===== src/hw/rtl/gpm_pkg.sv =====
package gpm_pkg;

    // request commands
    localparam logic CMD_START = 1'b0;
    localparam logic CMD_NEXT  = 1'b1;

    // record kinds
    localparam logic [1:0] KIND_HEADER = 2'd0;
    localparam logic [1:0] KIND_VERTEX = 2'd1;
    localparam logic [1:0] KIND_QUAD   = 2'd2;
    localparam logic [1:0] KIND_DONE   = 2'd3;

    // fixed point format
    localparam int          FRAC_BITS = 16;
    localparam logic [31:0] ONE_Q16   = 32'h0001_0000;

    // controller to datapath commands
    typedef struct packed {
        logic       load_start;
        logic       hdr_mul;
        logic       div_start;
        logic       div_on_z;
        logic       quad_mul;
        logic       emit;
        logic [1:0] kind;
    } dp_cmd_t;

    // datapath to controller status
    typedef struct packed {
        logic div_done;
        logic vert_last;
        logic quad_last;
    } dp_stat_t;

endpackage


===== src/hw/rtl/gpm_req_if.sv =====
interface gpm_req_if;
    logic               valid;
    logic               ready;
    logic               command;
    logic signed [31:0] subdivisions;

    modport source (output valid, output command, output subdivisions, input ready);
    modport sink   (input valid, input command, input subdivisions, output ready);
endinterface


===== src/hw/rtl/gpm_rec_if.sv =====
interface gpm_rec_if;
    logic        valid;
    logic        ready;
    logic [1:0]  record_kind;
    logic        last_record;
    logic [31:0] word0;
    logic [31:0] word1;
    logic [31:0] word2;
    logic [31:0] word3;
    logic [31:0] word4;
    logic [31:0] word5;

    modport source (output valid, output record_kind, output last_record,
                    output word0, output word1, output word2, output word3,
                    output word4, output word5, input ready);
    modport sink   (input valid, input record_kind, input last_record,
                    input word0, input word1, input word2, input word3,
                    input word4, input word5, output ready);
endinterface


===== src/hw/rtl/gpm_datapath.sv =====
module gpm_datapath
    import gpm_pkg::*;
#(
    parameter int MAX_SUBDIV = 1023
)
(
    input  logic               clk,
    input  logic               rst_n,
    input  dp_cmd_t            cmd,
    output dp_stat_t           stat,
    input  logic signed [31:0] subdivisions,
    output logic [1:0]         record_kind,
    output logic               last_record,
    output logic [31:0]        word0,
    output logic [31:0]        word1,
    output logic [31:0]        word2,
    output logic [31:0]        word3,
    output logic [31:0]        word4,
    output logic [31:0]        word5
);

    localparam int             SW    = $clog2(MAX_SUBDIV + 1);
    localparam int             CW    = $clog2(FRAC_BITS);
    localparam logic [SW-1:0]  S_MAX = SW'(MAX_SUBDIV);

    // mesh state
    logic [SW-1:0] s_reg;
    logic [SW-1:0] col_reg;
    logic [SW-1:0] row_reg;

    // products
    logic [31:0]   prod_reg;
    logic [31:0]   sq_reg;

    // divider
    logic          div_busy_reg;
    logic          div_done_reg;
    logic [CW-1:0] div_cnt_reg;
    logic [SW-1:0] rem_reg;
    logic          qint_reg;
    logic [FRAC_BITS-1:0] qfrac_reg;
    logic          neg_reg;
    logic          z_target_reg;
    logic [31:0]   x_reg;
    logic [31:0]   z_reg;

    // output record
    logic [1:0]    kind_reg;
    logic          last_reg;
    logic [31:0]   w0_reg;
    logic [31:0]   w1_reg;
    logic [31:0]   w2_reg;
    logic [31:0]   w3_reg;
    logic [31:0]   w4_reg;
    logic [31:0]   w5_reg;

    logic [31:0]   raw;
    logic [SW-1:0] s_clamped;
    logic          col_last_v;
    logic          row_last_v;
    logic          col_last_q;
    logic          row_last_q;
    logic [SW:0]   s_plus1;
    logic [SW:0]   mul_a;
    logic [2*SW+1:0] mul_p;
    logic [2*SW-1:0] sq_p;
    logic [SW-1:0] div_idx;
    logic [SW+1:0] diff;
    logic          diff_neg;
    logic [SW+1:0] mag_w;
    logic [SW-1:0] mag;
    logic          mag_full;
    logic [SW:0]   shifted;
    logic [SW:0]   shift_sub;
    logic          ge;
    logic [31:0]   quot;
    logic [31:0]   coord;
    logic [SW+1:0] off_bl;
    logic [SW+1:0] off_br;
    logic [SW:0]   off_tr;
    logic [31:0]   idx_tl;
    logic [31:0]   idx_tr;
    logic [31:0]   idx_bl;
    logic [31:0]   idx_br;

    // clamp the requested cell count
    assign raw = subdivisions;
    always_comb
    begin
        if (raw[31] || raw == 32'd0)
            s_clamped = SW'(1);
        else if (raw > 32'(MAX_SUBDIV))
            s_clamped = S_MAX;
        else
            s_clamped = raw[SW-1:0];
    end

    // end of row and end of mesh checks
    assign col_last_v = (col_reg == s_reg);
    assign row_last_v = (row_reg == s_reg);
    assign col_last_q = (({1'b0, col_reg} + (SW+1)'(1)) == {1'b0, s_reg});
    assign row_last_q = (({1'b0, row_reg} + (SW+1)'(1)) == {1'b0, s_reg});

    assign stat.vert_last = col_last_v && row_last_v;
    assign stat.quad_last = col_last_q && row_last_q;
    assign stat.div_done  = div_done_reg;

    // counters advance on each vertex and quad record emitted
    always_ff @(posedge clk or negedge rst_n)
    begin
        if (!rst_n)
        begin
            s_reg   <= SW'(1);
            col_reg <= '0;
            row_reg <= '0;
        end
        else if (cmd.load_start)
        begin
            s_reg   <= s_clamped;
            col_reg <= '0;
            row_reg <= '0;
        end
        else if (cmd.emit && cmd.kind == KIND_VERTEX)
        begin
            if (col_last_v)
            begin
                col_reg <= '0;
                row_reg <= row_last_v ? '0 : row_reg + SW'(1);
            end
            else
                col_reg <= col_reg + SW'(1);
        end
        else if (cmd.emit && cmd.kind == KIND_QUAD)
        begin
            if (col_last_q)
            begin
                col_reg <= '0;
                row_reg <= row_last_q ? '0 : row_reg + SW'(1);
            end
            else
                col_reg <= col_reg + SW'(1);
        end
    end

    // shared multiplier: (s+1)^2 for the header, row*(s+1) for quads
    assign s_plus1 = {1'b0, s_reg} + (SW+1)'(1);
    assign mul_a   = cmd.quad_mul ? {1'b0, row_reg} : s_plus1;
    assign mul_p   = mul_a * s_plus1;
    assign sq_p    = s_reg * s_reg;

    always_ff @(posedge clk)
    begin
        if (cmd.hdr_mul || cmd.quad_mul)
            prod_reg <= 32'(mul_p);
        if (cmd.hdr_mul)
            sq_reg <= 32'(sq_p);
    end

    // divider operand: magnitude and sign of 2i - s
    assign div_idx  = cmd.div_on_z ? row_reg : col_reg;
    assign diff     = {1'b0, div_idx, 1'b0} - {2'b00, s_reg};
    assign diff_neg = diff[SW+1];
    assign mag_w    = diff_neg ? (~diff + (SW+2)'(1)) : diff;
    assign mag      = mag_w[SW-1:0];
    assign mag_full = (mag == s_reg);

    // restoring divide step, one fraction bit a cycle
    assign shifted   = {rem_reg, 1'b0};
    assign ge        = (shifted >= {1'b0, s_reg});
    assign shift_sub = shifted - {1'b0, s_reg};

    always_ff @(posedge clk or negedge rst_n)
    begin
        if (!rst_n)
        begin
            div_busy_reg <= 1'b0;
            div_done_reg <= 1'b0;
            div_cnt_reg  <= '0;
        end
        else if (cmd.div_start)
        begin
            div_busy_reg <= 1'b1;
            div_done_reg <= 1'b0;
            div_cnt_reg  <= CW'(FRAC_BITS - 1);
        end
        else if (div_busy_reg)
        begin
            if (div_cnt_reg == '0)
            begin
                div_busy_reg <= 1'b0;
                div_done_reg <= 1'b1;
            end
            else
                div_cnt_reg <= div_cnt_reg - CW'(1);
        end
        else
            div_done_reg <= 1'b0;
    end

    always_ff @(posedge clk)
    begin
        if (cmd.div_start)
        begin
            rem_reg      <= mag_full ? '0 : mag;
            qint_reg     <= mag_full;
            neg_reg      <= diff_neg;
            z_target_reg <= cmd.div_on_z;
        end
        else if (div_busy_reg)
        begin
            rem_reg   <= ge ? shift_sub[SW-1:0] : shifted[SW-1:0];
            qfrac_reg <= {qfrac_reg[FRAC_BITS-2:0], ge};
        end
    end

    // signed coordinate from the quotient
    assign quot  = 32'({qint_reg, qfrac_reg});
    assign coord = neg_reg ? (~quot + 32'd1) : quot;

    always_ff @(posedge clk)
    begin
        if (div_done_reg)
        begin
            if (z_target_reg)
                z_reg <= coord;
            else
                x_reg <= coord;
        end
    end

    // quad corner indices
    assign off_tr = {1'b0, col_reg} + (SW+1)'(1);
    assign off_bl = {2'b00, col_reg} + {2'b00, s_reg} + (SW+2)'(1);
    assign off_br = {2'b00, col_reg} + {2'b00, s_reg} + (SW+2)'(2);
    assign idx_tl = prod_reg + 32'(col_reg);
    assign idx_tr = prod_reg + 32'(off_tr);
    assign idx_bl = prod_reg + 32'(off_bl);
    assign idx_br = prod_reg + 32'(off_br);

    // output record register
    always_ff @(posedge clk)
    begin
        if (cmd.emit)
        begin
            kind_reg <= cmd.kind;
            last_reg <= (cmd.kind == KIND_QUAD) && stat.quad_last;
            case (cmd.kind)
                KIND_HEADER:
                begin
                    w0_reg <= prod_reg;
                    w1_reg <= (sq_reg << 2) + (sq_reg << 1);
                    w2_reg <= '0;
                    w3_reg <= '0;
                    w4_reg <= '0;
                    w5_reg <= '0;
                end
                KIND_VERTEX:
                begin
                    w0_reg <= x_reg;
                    w1_reg <= '0;
                    w2_reg <= z_reg;
                    w3_reg <= '0;
                    w4_reg <= ONE_Q16;
                    w5_reg <= '0;
                end
                KIND_QUAD:
                begin
                    w0_reg <= idx_tl;
                    w1_reg <= idx_bl;
                    w2_reg <= idx_tr;
                    w3_reg <= idx_tr;
                    w4_reg <= idx_bl;
                    w5_reg <= idx_br;
                end
                default:
                begin
                    w0_reg <= '0;
                    w1_reg <= '0;
                    w2_reg <= '0;
                    w3_reg <= '0;
                    w4_reg <= '0;
                    w5_reg <= '0;
                end
            endcase
        end
    end

    assign record_kind = kind_reg;
    assign last_record = last_reg;
    assign word0       = w0_reg;
    assign word1       = w1_reg;
    assign word2       = w2_reg;
    assign word3       = w3_reg;
    assign word4       = w4_reg;
    assign word5       = w5_reg;

endmodule


===== src/hw/rtl/gpm_ctrl.sv =====
module gpm_ctrl
    import gpm_pkg::*;
(
    input  logic     clk,
    input  logic     rst_n,
    input  logic     in_valid,
    input  logic     in_command,
    output logic     in_ready,
    output logic     out_valid,
    input  logic     out_ready,
    output dp_cmd_t  cmd,
    input  dp_stat_t stat
);

    localparam logic [2:0] ST_IDLE = 3'd0;
    localparam logic [2:0] ST_HDR  = 3'd1;
    localparam logic [2:0] ST_DIVX = 3'd2;
    localparam logic [2:0] ST_DIVZ = 3'd3;
    localparam logic [2:0] ST_QUAD = 3'd4;
    localparam logic [2:0] ST_EMIT = 3'd5;

    localparam logic [1:0] PH_DONE = 2'd0;
    localparam logic [1:0] PH_VERT = 2'd1;
    localparam logic [1:0] PH_QUAD = 2'd2;

    logic [2:0] state_reg;
    logic [2:0] state_next;
    logic [1:0] phase_reg;
    logic [1:0] phase_next;
    logic [1:0] kind_reg;
    logic [1:0] kind_next;
    logic       out_valid_reg;
    logic       out_valid_next;
    logic       out_free;

    assign out_free = !out_valid_reg || out_ready;
    assign in_ready = (state_reg == ST_IDLE);

    // sequencing of one request
    always_comb
    begin
        cmd        = '0;
        cmd.kind   = kind_reg;
        state_next = state_reg;
        phase_next = phase_reg;
        kind_next  = kind_reg;
        case (state_reg)
            ST_IDLE:
            begin
                if (in_valid)
                begin
                    if (in_command == CMD_START)
                    begin
                        cmd.load_start = 1'b1;
                        phase_next     = PH_VERT;
                        kind_next      = KIND_HEADER;
                        state_next     = ST_HDR;
                    end
                    else
                    begin
                        case (phase_reg)
                            PH_VERT:
                            begin
                                cmd.div_start = 1'b1;
                                kind_next     = KIND_VERTEX;
                                state_next    = ST_DIVX;
                            end
                            PH_QUAD:
                            begin
                                kind_next  = KIND_QUAD;
                                state_next = ST_QUAD;
                            end
                            default:
                            begin
                                kind_next  = KIND_DONE;
                                state_next = ST_EMIT;
                            end
                        endcase
                    end
                end
            end
            ST_HDR:
            begin
                cmd.hdr_mul = 1'b1;
                state_next  = ST_EMIT;
            end
            ST_DIVX:
            begin
                if (stat.div_done)
                begin
                    cmd.div_start = 1'b1;
                    cmd.div_on_z  = 1'b1;
                    state_next    = ST_DIVZ;
                end
            end
            ST_DIVZ:
            begin
                if (stat.div_done)
                    state_next = ST_EMIT;
            end
            ST_QUAD:
            begin
                cmd.quad_mul = 1'b1;
                state_next   = ST_EMIT;
            end
            ST_EMIT:
            begin
                if (out_free)
                begin
                    cmd.emit   = 1'b1;
                    state_next = ST_IDLE;
                    if (kind_reg == KIND_VERTEX && stat.vert_last)
                        phase_next = PH_QUAD;
                    else if (kind_reg == KIND_QUAD && stat.quad_last)
                        phase_next = PH_DONE;
                end
            end
            default:
            begin
                state_next = ST_IDLE;
            end
        endcase
    end

    // output valid flag
    always_comb
    begin
        if (cmd.emit)
            out_valid_next = 1'b1;
        else if (out_ready)
            out_valid_next = 1'b0;
        else
            out_valid_next = out_valid_reg;
    end

    always_ff @(posedge clk or negedge rst_n)
    begin
        if (!rst_n)
        begin
            state_reg     <= ST_IDLE;
            phase_reg     <= PH_DONE;
            kind_reg      <= KIND_DONE;
            out_valid_reg <= 1'b0;
        end
        else
        begin
            state_reg     <= state_next;
            phase_reg     <= phase_next;
            kind_reg      <= kind_next;
            out_valid_reg <= out_valid_next;
        end
    end

    assign out_valid = out_valid_reg;

endmodule


===== src/hw/rtl/grid_plane_mesh_generator.sv =====
// channel | dir | payload                                         | request
// --------+-----+-------------------------------------------------+---------------------
// req     | in  | command, subdivisions                           | start or fetch
// rec     | out | record_kind, last_record, word0..word5          | one mesh record
//
// a vertex request runs two 16-step restoring divisions of 2i-s by the cell count back
// to back on one shared divider unit. a quad passes its multiply state (one registered
// multiply) and a start the header multiply state before emit; a done goes straight to emit.
// reset puts the block idle with no mesh in progress; fetches then return done.
// the result register lets a new request be taken while the last record waits;
// a stalled output keeps the controller in its emit state until it drains.
module grid_plane_mesh_generator
    import gpm_pkg::*;
#(
    parameter int MAX_SUBDIV = 1023
)
(
    input  logic      clk,
    input  logic      rst_n,
    gpm_req_if.sink   req,
    gpm_rec_if.source rec
);

    dp_cmd_t  cmd;
    dp_stat_t stat;

    // request sequencing
    gpm_ctrl u_ctrl (
        .clk        (clk),
        .rst_n      (rst_n),
        .in_valid   (req.valid),
        .in_command (req.command),
        .in_ready   (req.ready),
        .out_valid  (rec.valid),
        .out_ready  (rec.ready),
        .cmd        (cmd),
        .stat       (stat)
    );

    // counters, divider, multiplier and record register
    gpm_datapath #(
        .MAX_SUBDIV (MAX_SUBDIV)
    ) u_datapath (
        .clk          (clk),
        .rst_n        (rst_n),
        .cmd          (cmd),
        .stat         (stat),
        .subdivisions (req.subdivisions),
        .record_kind  (rec.record_kind),
        .last_record  (rec.last_record),
        .word0        (rec.word0),
        .word1        (rec.word1),
        .word2        (rec.word2),
        .word3        (rec.word3),
        .word4        (rec.word4),
        .word5        (rec.word5)
    );

endmodule

===== src/flat_wrapper.sv =====
// flat-port wrapper written by rule: the top's interface ports become plain ports
module grid_plane_mesh_generator_flat import gpm_pkg::*;
#(
    parameter int MAX_SUBDIV = 1023
)
  (clk, rst_n, req_valid, req_command, req_subdivisions, req_ready, rec_valid, rec_record_kind, rec_last_record, rec_word0, rec_word1, rec_word2, rec_word3, rec_word4, rec_word5, rec_ready);
  gpm_req_if req_i ();
  gpm_rec_if rec_i ();
  input  logic clk;
  input  logic rst_n;
  input wire logic [$bits(req_i.valid)-1:0] req_valid;
  input wire logic [$bits(req_i.command)-1:0] req_command;
  input wire logic [$bits(req_i.subdivisions)-1:0] req_subdivisions;
  output wire logic [$bits(req_i.ready)-1:0] req_ready;
  output wire logic [$bits(rec_i.valid)-1:0] rec_valid;
  output wire logic [$bits(rec_i.record_kind)-1:0] rec_record_kind;
  output wire logic [$bits(rec_i.last_record)-1:0] rec_last_record;
  output wire logic [$bits(rec_i.word0)-1:0] rec_word0;
  output wire logic [$bits(rec_i.word1)-1:0] rec_word1;
  output wire logic [$bits(rec_i.word2)-1:0] rec_word2;
  output wire logic [$bits(rec_i.word3)-1:0] rec_word3;
  output wire logic [$bits(rec_i.word4)-1:0] rec_word4;
  output wire logic [$bits(rec_i.word5)-1:0] rec_word5;
  input wire logic [$bits(rec_i.ready)-1:0] rec_ready;
  assign req_i.valid = req_valid;
  assign req_i.command = req_command;
  assign req_i.subdivisions = req_subdivisions;
  assign req_ready = req_i.ready;
  assign rec_valid = rec_i.valid;
  assign rec_record_kind = rec_i.record_kind;
  assign rec_last_record = rec_i.last_record;
  assign rec_word0 = rec_i.word0;
  assign rec_word1 = rec_i.word1;
  assign rec_word2 = rec_i.word2;
  assign rec_word3 = rec_i.word3;
  assign rec_word4 = rec_i.word4;
  assign rec_word5 = rec_i.word5;
  assign rec_i.ready = rec_ready;
  grid_plane_mesh_generator #(.MAX_SUBDIV(MAX_SUBDIV)) u_core (.clk(clk), .rst_n(rst_n), .req(req_i), .rec(rec_i));
endmodule

===== config.mk =====
export PLATFORM = sky130hd
export DESIGN_NAME = grid_plane_mesh_generator_flat
export DESIGN_NICKNAME = d
export VERILOG_FILES = /design/src/hw/rtl/gpm_pkg.sv /design/src/hw/rtl/gpm_req_if.sv /design/src/hw/rtl/gpm_rec_if.sv /design/src/hw/rtl/gpm_datapath.sv /design/src/hw/rtl/gpm_ctrl.sv /design/src/hw/rtl/grid_plane_mesh_generator.sv /design/src/flat_wrapper.sv
export SDC_FILE = /design/constraint.sdc
export NUM_CORES = 1
export LEC_CHECK = 0
export BUFFER_PORTS_ARGS = -buffer_cell sky130_fd_sc_hd__buf_2
export CORE_MARGIN = 2
export CORE_UTILIZATION = 50
export DETAILED_ROUTE_END_ITERATION = 8
export GPL_TIMING_DRIVEN = 0
export PLACE_DENSITY = 0.74
export SKIP_LAST_GASP = 1
export SLEW_MARGIN = 20
export SYNTH_ARGS = -nofsm -noshare
export SYNTH_HDL_FRONTEND = slang
export SYNTH_SLANG_ARGS = --single-unit

===== constraint.sdc =====
create_clock -name clk -period 14.81 [get_ports clk]
set_input_delay 1.481 -clock clk [delete_from_list [all_inputs] [get_ports clk]]
set_output_delay 1.481 -clock clk [all_outputs]
set_load 0.05 [all_outputs]

==> results list <==
- Largest clock skew in the final design: 0.0290 ns
- Clock-pin slew was measured on the worst setup and hold paths at 0.06 ns.
* Antenna diode instance count: 0
- Avg WL per Cell: 20.5 um
- Cell types occupying the most area after synthesis: sky130_fd_sc_hd__edfxtp_1, sky130_fd_sc_hd__ha_1, sky130_fd_sc_hd__fa_1
- Data required time at the worst endpoint: 15.11 ns
- In this run the count of I/O pins placed on the die edge is between 200 and 250.
* Signed area change from the synthesized netlist to the final layout: 12.8%
- Buffers inserted to repair hold after CTS numbered 0.
- Result of the run: finished, final reports clean
* Tcrit/Tclk final: 0.595
* Maximum net fanout on the critical path: 11
- The largest single stage delay on the critical path is 0.68 ns.
* Element type at the critical path start: flip-flop
- The synthesized netlist occupies a cell area of 26200 um2.
* Setup repair after global routing missed its margin: false
- Xor/xnor cell area share of the yosys netlist: 0.0757
- Synthesized instance count: 2606
- Once detail routing completed, the nets flagged for antenna violations numbered 0.
- Yosys printed 0 warnings.
- The die covers 54300 um2.
- Standard-cell rows: a little over 80
* Dpl cells: 3531
- Sum of negative setup slack: 0 ns
- The number of antenna violations at the first check in global routing came to 1.
- The layout has 4443 filler cells.
* Violation count after the first detailed-route iteration: 1870
* Number of buffers inserted during clock tree synthesis: 36
* Count of unique library cells instantiated by Yosys: 84
* Measured slew at the worst slew-check pin: 1.05 ns
- Total Routing Usage GR: 0.271
- The kind of cell with the highest combined delay along the critical path is adder cells.
- Initial Utilization: 0.508
- Final RePlAce weighted congestion: 0.945
- The synthesized design contains 337 register bits.
- Shortest clock period the worst path allows after layout: just under 9 ns
* Vertical die dimension: 233 um
- Area occupied by multi-input gates: 14800 um2
- TritonCTS clock tree: done
- Setup violations remaining at the end of the flow were counted as 0.
- Of the post-synthesis cell area, the dominant cell type holds 0.336.
- Post-route insts no fill: between 3000 and 4000
* Portion of netlist area occupied by mux cells: 0.0107
- The clock drives ~340 sinks.
- Static timing analysis puts the maximum clock frequency at 113 MHz.
- After detailed routing, the number of vias per cell comes to 5.70.
- Main synth FF type: sky130_fd_sc_hd__edfxtp_1
- In the final layout, the share of cells above drive strength 1 is 0.118.
- Number of enable-type register cells in the synthesized netlist: 293
* Area of all placed cells without fillers: around 30000 um2
* Cell type of the slowest stage on the worst timing path: sky130_fd_sc_hd__o311ai_0
- Detailed Route WL: around 74000 um
- Vias after detailed routing: 20501
* Final Net Count: 3285
- Post-synthesis share of cell area spent on and, or, nand and nor gates: 0.140
- The total count of hold-check failures in the final report is 0.
- Count of buffers from port buffering: between 150 and 200
- Via count of the first global-routing pass: 20036
- The die is 233 um wide.
- Cell type with the highest occurrence count on the critical path: sky130_fd_sc_hd__fa_1
- The synthesized design spends more area on one cell type than any other, namely sky130_fd_sc_hd__edfxtp_1.
- DRT Pass-1 Iters: 6
- Insertion delay of the later-clocked pin in the worst-skew pair: 0.56 ns
- Worst path buffer plus inverter count: 6
- Headroom to the max-slew limit came out at 0.296.
- The total overflow left after global routing is 0.
- Core Area: 51600 um2
- Post-CTS Setup Repair Bufs: 0
- Kind of capture point of the worst setup path: flip-flop
* Maximum level of the CTS H-tree: 2
* Maximum count of clock buffers along a single path: 3
* Post-synthesis sequential area ratio: 0.378
- Pin count of the biggest net entering global routing: between 40 and 50
- After detailed placement, the total cell area comes to between 20000 and 30000 um2.
* Number of instances resized during post-cts repair: 0
- HPWL after detailed placement: 58200 um
- For this run, design rule violations remaining after detail routing come to 0.
- Worst EP arrival: around 9.1 ns
* Max-cap viol count: 0
- Share of synthesized cell area in full adder, half adder and majority cells: 0.210
* Global-route wire length before repair: between 100000 and 150000 um
- Max-slew violation total from the final report: 0
- Main combinational cell family by area after synthesis: adder cells
- Clock Root Buffer: sky130_fd_sc_hd__clkbuf_16
* Hold Path Class: flip-flop to flip-flop
- Flip-flop and latch area: a little under 10000 um2
* Fraction of the mapped netlist area in compound gates: 0.122
* Category of the most critical setup path: flip-flop to flip-flop
- Avg Inst Size Synth: 10.1 um2
* Fraction of synthesis flops using an asynchronous set or reset pin: 0.131
worst paths after layout:
check                                                         startpoint                                  endpoint  slack, ns  cells after the start
worst max-delay path              u_core.u_datapath.s_reg[4]$_DFFE_PN0P_  u_core.u_datapath.prod_reg[21]$_DFFE_PP_       6.00                     26
worst min-delay path            u_core.u_datapath.qfrac_reg[1]$_DFFE_PP_  u_core.u_datapath.qfrac_reg[2]$_DFFE_PP_       0.45                      0
worst max register to register    u_core.u_datapath.s_reg[4]$_DFFE_PN0P_  u_core.u_datapath.prod_reg[21]$_DFFE_PP_       6.00                     26
worst min register to register  u_core.u_datapath.qfrac_reg[1]$_DFFE_PP_  u_core.u_datapath.qfrac_reg[2]$_DFFE_PP_       0.45                      0
max in group asynchronous                                          rst_n  u_core.u_datapath.row_reg[1]$_DFFE_PN0P_      13.42                      1
min in group asynchronous                                          rst_n    u_core.u_datapath.s_reg[2]$_DFFE_PN0P_       0.97                      1
layout by cell type, fill, tap and decap left out, types with 18 or more instances in the layout:
master / instances
sky130_fd_sc_hd__nor3_1: 58
sky130_fd_sc_hd__nand3_1: 41
sky130_fd_sc_hd__o31ai_1: 20
sky130_fd_sc_hd__ha_1: 224
sky130_fd_sc_hd__nor2_1: 263
sky130_fd_sc_hd__nor2b_1: 18
sky130_fd_sc_hd__buf_2: 197
sky130_fd_sc_hd__clkbuf_1: 91
sky130_fd_sc_hd__nand2b_1: 39
sky130_fd_sc_hd__conb_1: 41
sky130_fd_sc_hd__a21o_1: 41
sky130_fd_sc_hd__dfrtp_1: 41
sky130_fd_sc_hd__buf_4: 40
sky130_fd_sc_hd__mux2i_1: 19
sky130_fd_sc_hd__a21oi_1: 88
sky130_fd_sc_hd__o21ai_0: 139
sky130_fd_sc_hd__nand4_1: 21
sky130_fd_sc_hd__or3_1: 18
sky130_fd_sc_hd__xnor2_1: 136
sky130_fd_sc_hd__nand2_1: 192
sky130_fd_sc_hd__and2_1: 34
sky130_fd_sc_hd__and3_1: 36
sky130_fd_sc_hd__clkbuf_16: 36
sky130_fd_sc_hd__o21a_1: 33
sky130_fd_sc_hd__inv_1: 255
sky130_fd_sc_hd__xor2_1: 70
sky130_fd_sc_hd__edfxtp_1: 293
sky130_fd_sc_hd__fa_1: 135
sky130_fd_sc_hd__o22ai_1: 27
routing by layer:
metal / GRT usage / routed length [um] / vias to the layer above
li1: - / - / 9566
met3: 0.0528 / 5830 / 145
met1: 0.367 / 31700 / 9916
met5: 0 / 0 / -
met4: 0.0900 / 2450 / 0
met2: 0.436 / 33700 / 874
logic make-up after synthesis:
group	after synthesis
xor+xnor	214
compound gates	486
other cells	2
fa+ha+maj	359
mux	27
buf+inv	401
flops	337
simple gates	780
synth_stat cells (8+ instances only):
cell,n
sky130_fd_sc_hd__edfxtp_1,293
sky130_fd_sc_hd__nor2_1,264
sky130_fd_sc_hd__inv_1,255
sky130_fd_sc_hd__ha_1,224
sky130_fd_sc_hd__nand2_1,192
sky130_fd_sc_hd__o21ai_0,139
sky130_fd_sc_hd__xnor2_1,136
sky130_fd_sc_hd__fa_1,135
sky130_fd_sc_hd__a21oi_1,88
sky130_fd_sc_hd__clkbuf_1,83
sky130_fd_sc_hd__xor2_1,70
sky130_fd_sc_hd__nor3_1,58
sky130_fd_sc_hd__a21o_1,41
sky130_fd_sc_hd__dfrtp_1,41
sky130_fd_sc_hd__nand3_1,41
sky130_fd_sc_hd__nand2b_1,39
sky130_fd_sc_hd__buf_4,37
sky130_fd_sc_hd__and3_1,36
sky130_fd_sc_hd__and2_1,35
sky130_fd_sc_hd__o21a_1,33
sky130_fd_sc_hd__o22ai_1,27
sky130_fd_sc_hd__nand4_1,21
sky130_fd_sc_hd__o31ai_1,20
sky130_fd_sc_hd__mux2i_1,19
sky130_fd_sc_hd__nor2b_1,19
sky130_fd_sc_hd__or3_1,18
sky130_fd_sc_hd__nor4_1,17
sky130_fd_sc_hd__buf_1,14
sky130_fd_sc_hd__o21bai_1,14
sky130_fd_sc_hd__a31oi_1,13
sky130_fd_sc_hd__nor3b_1,12
sky130_fd_sc_hd__a222oi_1,11
sky130_fd_sc_hd__a22oi_1,11
sky130_fd_sc_hd__o211ai_1,10
sky130_fd_sc_hd__or2_2,10
sky130_fd_sc_hd__a211oi_1,8
sky130_fd_sc_hd__a21boi_0,8
sky130_fd_sc_hd__mux2_2,8
sky130_fd_sc_hd__xnor3_1,8
stage by stage:
step | hold slack [ns] | utilization | setup WS, ns
floorplan | 0.426 | - | 4.48
global placement | 0.436 | 0.546 | 1.36
detailed placement | 0.442 | 0.550 | 6.08
CTS | 0.451 | 0.573 | 6.07
global route | 0.464 | 0.573 | 5.53
finish | 0.450 | 0.573 | 6.00
area by class of cell:
| type | instances | share of cell area |
|---|---|---|
| repair buffers | 206 | 0.0395 |
| multi-input cells | 1907 | 0.502 |
| plain buffers | 136 | 0.0221 |
| clock buffers | 44 | 0.0315 |
| flip-flops and latches | 337 | 0.335 |
| inverters | 265 | 0.0337 |
| well taps | 680 | 0.0288 |
| clock inverters | 21 | 0.00771 |
Power is not shown: default switching activity piles up to over one toggle a cycle in this logic, so the estimate is an artifact.
